**config.mk**
```make
export PLATFORM = sky130hd
export DESIGN_NAME = epcc_div
export DESIGN_NICKNAME = d
export VERILOG_FILES = /design/src/rtl/epcc_pkg.sv /design/src/rtl/epcc_div.sv
export SDC_FILE = /design/constraint.sdc
export NUM_CORES = 2
export LEC_CHECK = 0
export BUFFER_PORTS_ARGS = -buffer_cell sky130_fd_sc_hd__buf_2
export CAP_MARGIN = 20
export CORE_MARGIN = 2
export CORE_UTILIZATION = 45
export DETAILED_ROUTE_END_ITERATION = 12
export PLACE_DENSITY = 0.69
export SLEW_MARGIN = 0
export SYNTH_ARGS = -nofsm -noshare
export SYNTH_HDL_FRONTEND = slang
export SYNTH_SLANG_ARGS = --single-unit
export TNS_END_PERCENT = 1
```
**constraint.sdc**
```tcl
create_clock -name clk -period 15.9 [get_ports clk]
set_clock_uncertainty 0.05 [all_clocks]
set_input_delay 2.385 -clock clk [delete_from_list [all_inputs] [get_ports clk]]
set_output_delay 2.385 -clock clk [all_outputs]
set_load 0.05 [all_outputs]
```
**src/rtl/epcc_pkg.sv**
```systemverilog
// Shared widths and field types for the edge pair contact clipper.
// Used by epcc_div and edge_pair_contact_clipper; depends on nothing.
package epcc_pkg;

  localparam int COORD_W = 32;
  localparam int NORM_W  = 18;
  localparam int RAD_W   = 31;
  localparam int PROD_W  = 50;
  localparam int CROSS_W = 51;
  localparam int SPAN_W  = 52;
  localparam int MAG_W   = 51;
  localparam int OFF_W   = 49;
  localparam int DIFF_W  = 33;
  localparam int PP_W    = 51;
  localparam int PEN_W   = 52;

  typedef logic signed [COORD_W-1:0] coord_t;
  typedef logic signed [NORM_W-1:0]  norm_t;
  typedef logic [RAD_W-1:0]          rad_t;
  typedef logic [MAG_W-1:0]          mag_t;

  typedef struct packed {
    logic zero;
    mag_t num;
    mag_t den;
  } div_req_t;

endpackage

```
**src/rtl/epcc_div.sv**
```systemverilog
// Pipelined restoring divider giving a lerp ratio clamped to 0..1.
// Depends on epcc_pkg.
module epcc_div #(
  parameter int FRAC_BITS = 16
) (
  input  logic               clk,
  input  epcc_pkg::div_req_t req,
  output logic [FRAC_BITS:0] ratio
);
  import epcc_pkg::*;

  localparam int NS = (FRAC_BITS + 1) / 2;
  localparam int QW = FRAC_BITS + 1;

  mag_t                 rr [NS+1];
  mag_t                 dd [NS+1];
  logic [FRAC_BITS-1:0] qq [NS+1];
  logic                 zz [NS+1];
  logic                 oo [NS+1];

  always_ff @(posedge clk) begin
    rr[0] <= req.num;
    dd[0] <= req.den;
    qq[0] <= '0;
    zz[0] <= req.zero;
    oo[0] <= !req.zero && (req.num >= req.den);
  end

  for (genvar s = 0; s < NS; s++) begin : g_step
    mag_t                 rc;
    logic [FRAC_BITS-1:0] qc;
    logic [MAG_W:0]       rw;

    always_comb begin
      rc = rr[s];
      qc = qq[s];
      rw = '0;
      for (int i = 0; i < 2; i++) begin
        if (2 * s + i < FRAC_BITS) begin
          rw = {rc, 1'b0};
          qc = qc << 1;
          if (rw >= {1'b0, dd[s]}) begin
            rw = rw - {1'b0, dd[s]};
            qc[0] = 1'b1;
          end
          rc = rw[MAG_W-1:0];
        end
      end
    end

    always_ff @(posedge clk) begin
      rr[s+1] <= rc;
      qq[s+1] <= qc;
      dd[s+1] <= dd[s];
      zz[s+1] <= zz[s];
      oo[s+1] <= oo[s];
    end
  end

  always_comb begin
    if (zz[NS]) begin
      ratio = '0;
    end else if (oo[NS]) begin
      ratio = QW'(1) << FRAC_BITS;
    end else begin
      ratio = {1'b0, qq[NS]};
    end
  end

endmodule

```
* After elaboration in Yosys (flattened, before gate mapping) *
Memories as Yosys holds them, arrays and structs flattened.
Index checks and enable logic that the tools add are counted.

cells by class
  add/sub/neg operators = 16
  multipliers = 0
  divide/modulo/power cells = 0
  magnitude comparators = 17
  eq/ne operators = 0
  shift-type cells = 0
  muxes and demuxes = 34
  bitwise logic cells = 0
  reductions and logical operators = 2

operators by type and width
  operator             number
  $ge A52 B51 Y1       16
  $mux W51             16
  $sub A51 B51 Y51     16
  $ge A51 B51 Y1       1
  $mux W17             2
  $mux W1              16
  $logic_and A1 B1 Y1  1
  $logic_not A1 Y1     1

word-level totals
  flip-flop bits (word level) = 0
  latch bits = 0
  memory bits (writable) = 1080
  bits in read-only memories = 0
  input port bits = 104
  output and inout bits = 17
  logic and storage cells = 74
  memories kept = 5

memory list
  memory  words  width  read ports  clocked after memory_dff  write ports  line            source
  dd      9      51     8           0                         9            epcc_div.sv:16  mag_t dd [NS+1];
  rr      9      51     8           0                         9            epcc_div.sv:15  mag_t rr [NS+1];
  qq      9      16     9           0                         9            epcc_div.sv:17  logic [FRAC_BITS-1:0] qq [NS+1];
  oo      9      1      9           0                         9            epcc_div.sv:19  logic oo [NS+1];
  zz      9      1      9           0                         9            epcc_div.sv:18  logic zz [NS+1];

* Depth between registers and ports, before layout *
An unclocked memory read counts as a cell.

  word-level depth = 5
  gate-level depth with buffers = 32
  gate-level depth less buffers = 28

* Worst setup path after synthesis *
Ideal clock, no wire load.

  path kind = register to register
  start point = memory dd[0][68] (netlist name)
  end point = memory rr[0][107] (netlist name)
  arrival time = 6.123 ns
  required time = 15.729 ns
  path slack = 9.606 ns
  cell stages (with the launch flop) = 30
  clock period less this slack = 6.294 ns
  cell sequence = dfxtp_1 > inv_1 > ha_1 > clkbuf_1 > nand4_1 > nor4_1 > o21ai_0 > nand2_1 > o2111ai_1 > a21o_1 > a311oi_1 > nor2_1 > inv_1 > buf_4 > buf_2 > mux2_2 > ha_1 > a211oi_2 > o21ai_0 > or2_2 > o2111ai_2 > o21ba_2 > o21ai_2 > a31o_1 > a31oi_2 > or4b_1 > buf_2 > o21ai_4 > buf_4 > mux2_2

RTL lines
  item         line
  from (decl)  epcc_div.sv:16
  to (decl)    epcc_div.sv:15

==> run_results.csv <==
group,metric,value,unit
synthesis,yosys.area_share.simple,14.63,%
floorplanning,coreArea,156400,sq um
cells_and_area,drive_gt1_share,8.303,%
detailed_routing,routed_via_density,5.714,
clock_network,cts_resized,0,
sta,fin_crit_sh,60.18,%
detailed_routing,vias,62320,
synthesis,yosys_register_bits,906,
worst_hold_path,hold_path_depth,0,
synthesis,synth_edf_count,0,
place,dpl.hpwl,171800,um
synthesis,synth_fp_nets,9736,
synthesis,ys_warn_count,0,
clock_network,clk_pin_slew_worst_paths,60,ps
status,outcome,"complete, no violations",
clock_network,cts_buffers,106,
clock_network,cts_setup_buffers,0,
sta,rsz0062_at_grt,"false",
place,portBuffers,120,
clock_network,holdBufCountCts,0,
detailed_routing,drc_errors,0,
detailed_routing,routed_wl,208800,um
synthesis,synth_compound_area_share,25.11,%
detailed_routing,first_pass_iters,9,
critical_path,worst_r2r_path_depth,27,
floorplanning,rows,145,
clock_network,cts.htree.levels,3,
critical_path,criticalPathCategory,"reg2reg",
synthesis,synth-main-ff-cell,"dfxtp_1",
floorplanning,fp.dieW,400.9,um
floorplanning,initial_core_util,45.32,%
job,cap_violations,0,
floorplanning,dieHeight,400.9,um
grt,antenna_found_initial,3,
critical_path,critPathArrivalTime,10110,ps
synthesis,synth_mux_area_share,5.642,%
grt,grt_pass1_vias,62353,
sta,setup_tns,0,ps
synthesis,syn_area,70870,sq um
clock_network,worstSkewPairLatency,730,ps
critical_path,path_max_fanout,71,
synthesis,synth_fa_ha_area_share,15.37,%
sta,max_freq,0.1045,GHz
place,preCtsSetupSlack,6409,ps
critical_path,crit_path_end_kind,"register",
synthesis,synth_top_family_by_area,"compound AO/OA/AOI/OAI gates",
sta,tightestPinTransition,1187,ps
grt,grt_first_pass_wirelength,328700,um
clock_network,clkSinkCount,906,
grt,grt-ovfl-total,0,
grt,grtUsageTotal,25.13,%
synthesis,synth.distinct_cells,111,
clock_network,clock-root-buffer,"clkbuf_16",
sta,fin_crit,9569,ps
synthesis,synth-xor-area-share,8.416,%
synthesis,syn_area_per_cell,8.085,sq um
synthesis,synth_seq_area_share,25.59,%
detailed_routing,drt-initial-drc-count,4430,
floorplanning,die_area,160700,sq um
place,place_congestion,1.005,
clock_network,cts_tree,"done",
sta,holdWs,272.9,ps
clock_network,clockBufferDepth,3,
sta,finalSetupViolations,0,
cells_and_area,area_growth,8.762,%
detailed_routing,ant_nets,0,
floorplanning,io_pins,121,
sta,report.final.slew_viol_count,0,
grt,grt_max_degree,77,
detailed_routing,wire_per_inst,19.14,um
synthesis,async_flop_share,0,%
worst_hold_path,hp-class,"reg2reg",
cells_and_area,nNetsFinal,9721,
sta,finalHoldViolCount,0,
sta,relSlewSlack,19.86,%
sta,fin_ws,6331,ps
critical_path,required,16450,ps
synthesis,synthCells,8766,
critical_path,cp-start-kind,"register",
flip-flops by register name, indices dropped and copies added, names as in the netlist:
signal,cells
dd,408
rr,408
qq,72
oo,9
zz,9
cell usage in the layout (no fill, tap or decap), drive strengths merged, types with 340 or more instances in the layout:
cell and instances:
a21o 454, a21oi 893, dfxtp 906, ha 858
inv 680, mux2 340, nand2 703, nor2 539
o21ai 662, xnor2 432
cell usage after synthesis (all sizes together) (17+ instances only):
master / number / area [sq um]
and4: 20 / 175.2
mux2i: 17 / 170.2
a21oi: 893 / 4477
or3: 35 / 219.0
a21o: 454 / 3408
xnor2: 432 / 3784
a211o: 19 / 166.4
o21ai: 662 / 3332
and3: 87 / 544.3
nor2b: 90 / 563.0
nand2: 703 / 2639
a211oi: 67 / 513.0
o21bai: 124 / 930.9
o211ai: 49 / 367.9
xor2: 249 / 2181
clkbuf: 188 / 706.9
nand4: 157 / 982.2
o2111ai: 17 / 155.1
nor4: 32 / 206.5
dfxtp: 906 / 18140
a31oi: 101 / 644.4
a41oi: 24 / 225.2
or2: 21 / 131.4
a221oi: 25 / 244.0
and2: 66 / 412.9
a21boi: 28 / 214.0
nor2: 539 / 2023
inv: 674 / 2530
buf: 86 / 479.2
o21a: 105 / 789.5
nand3: 170 / 855.8
a221o: 21 / 210.2
o31ai: 51 / 402.9
mux2: 340 / 3829
nand2b: 104 / 650.6
nor3: 114 / 581.8
ha: 858 / 10740
per-layer routing:
layer  GRT usage (%)  vias up  wire length, um
met5               0        -                0
met2           44.71     1732            99640
met1           29.42    28618            88230
li1                -    31454                -
met4           14.90        0            13330
met3           2.066      516             7582
cell families (layout without fill, tap and decap cells):
group,count (synthesis),after routing
AOI/OAI and AO/OA,2826,2826
xor gates and xnor gates,681,681
adders and majority gates,866,866
buffers and inverters,948,1022
DFF,906,906
muxes,357,357
other,0,9
and+or+nand+nor,2182,2182
path summary, 6_finish.rpt:
check | from | endpoint | slack, ps
setup / recovery | dd[0][70]$_DFF_P_ | rr[0][138]$_DFF_P_ | 6330
hold / removal | qq[3][3]$_DFF_P_ | qq[4][5]$_DFF_P_ | 270
setup reg to reg | dd[0][70]$_DFF_P_ | rr[0][138]$_DFF_P_ | 6330
hold reg to reg | qq[3][3]$_DFF_P_ | qq[4][5]$_DFF_P_ | 270
cell type report:
class	instances	area (sq um)
Fill cell	15036	79310
Multi-Input combinational cell	6912	49080
Sequential cell	906	18140
Clock buffer	150	3058
Tap cell	2058	2575
Inverter	674	2530
Clock inverter	47	845.8
Timing Repair Buffer	151	830.8
Antenna cell	9	22.52
through the flow:
step | std cells | utilization [%] | area [sq um]
floorplan | 8766 | - | 70870
global placement | 10700 | 46.77 | 73150
detailed placement | 10701 | 46.78 | 73150
CTS | 10898 | 49.27 | 77060
global route | 10906 | 49.29 | 77080
finish | 10907 | 49.29 | 77080
critical path: stages, from the launching register on:
cell and delay (ps):
dfxtp_1 400, inv_1 90, ha_1 400, nand4_1 180, nor4_1 880, o21ai_0 280
nand2_1 310, o2111ai_1 350, a21o_1 310, a311oi_1 500, nor2_2 70, inv_1 70
buf_4 460, mux2_2 430, ha_1 350, a211oi_2 230, o21ai_0 160, or2_2 330
o2111ai_2 260, o21ba_2 300, o21ai_2 160, a31o_1 300, a31oi_2 220, or4b_1 770
o21ai_4 130, buf_4 570, inv_2 380, mux2_1 410
Power is left out: the tool's default activity adds up to more than one toggle a clock period on the data nets, which glitch-free logic cannot reach.
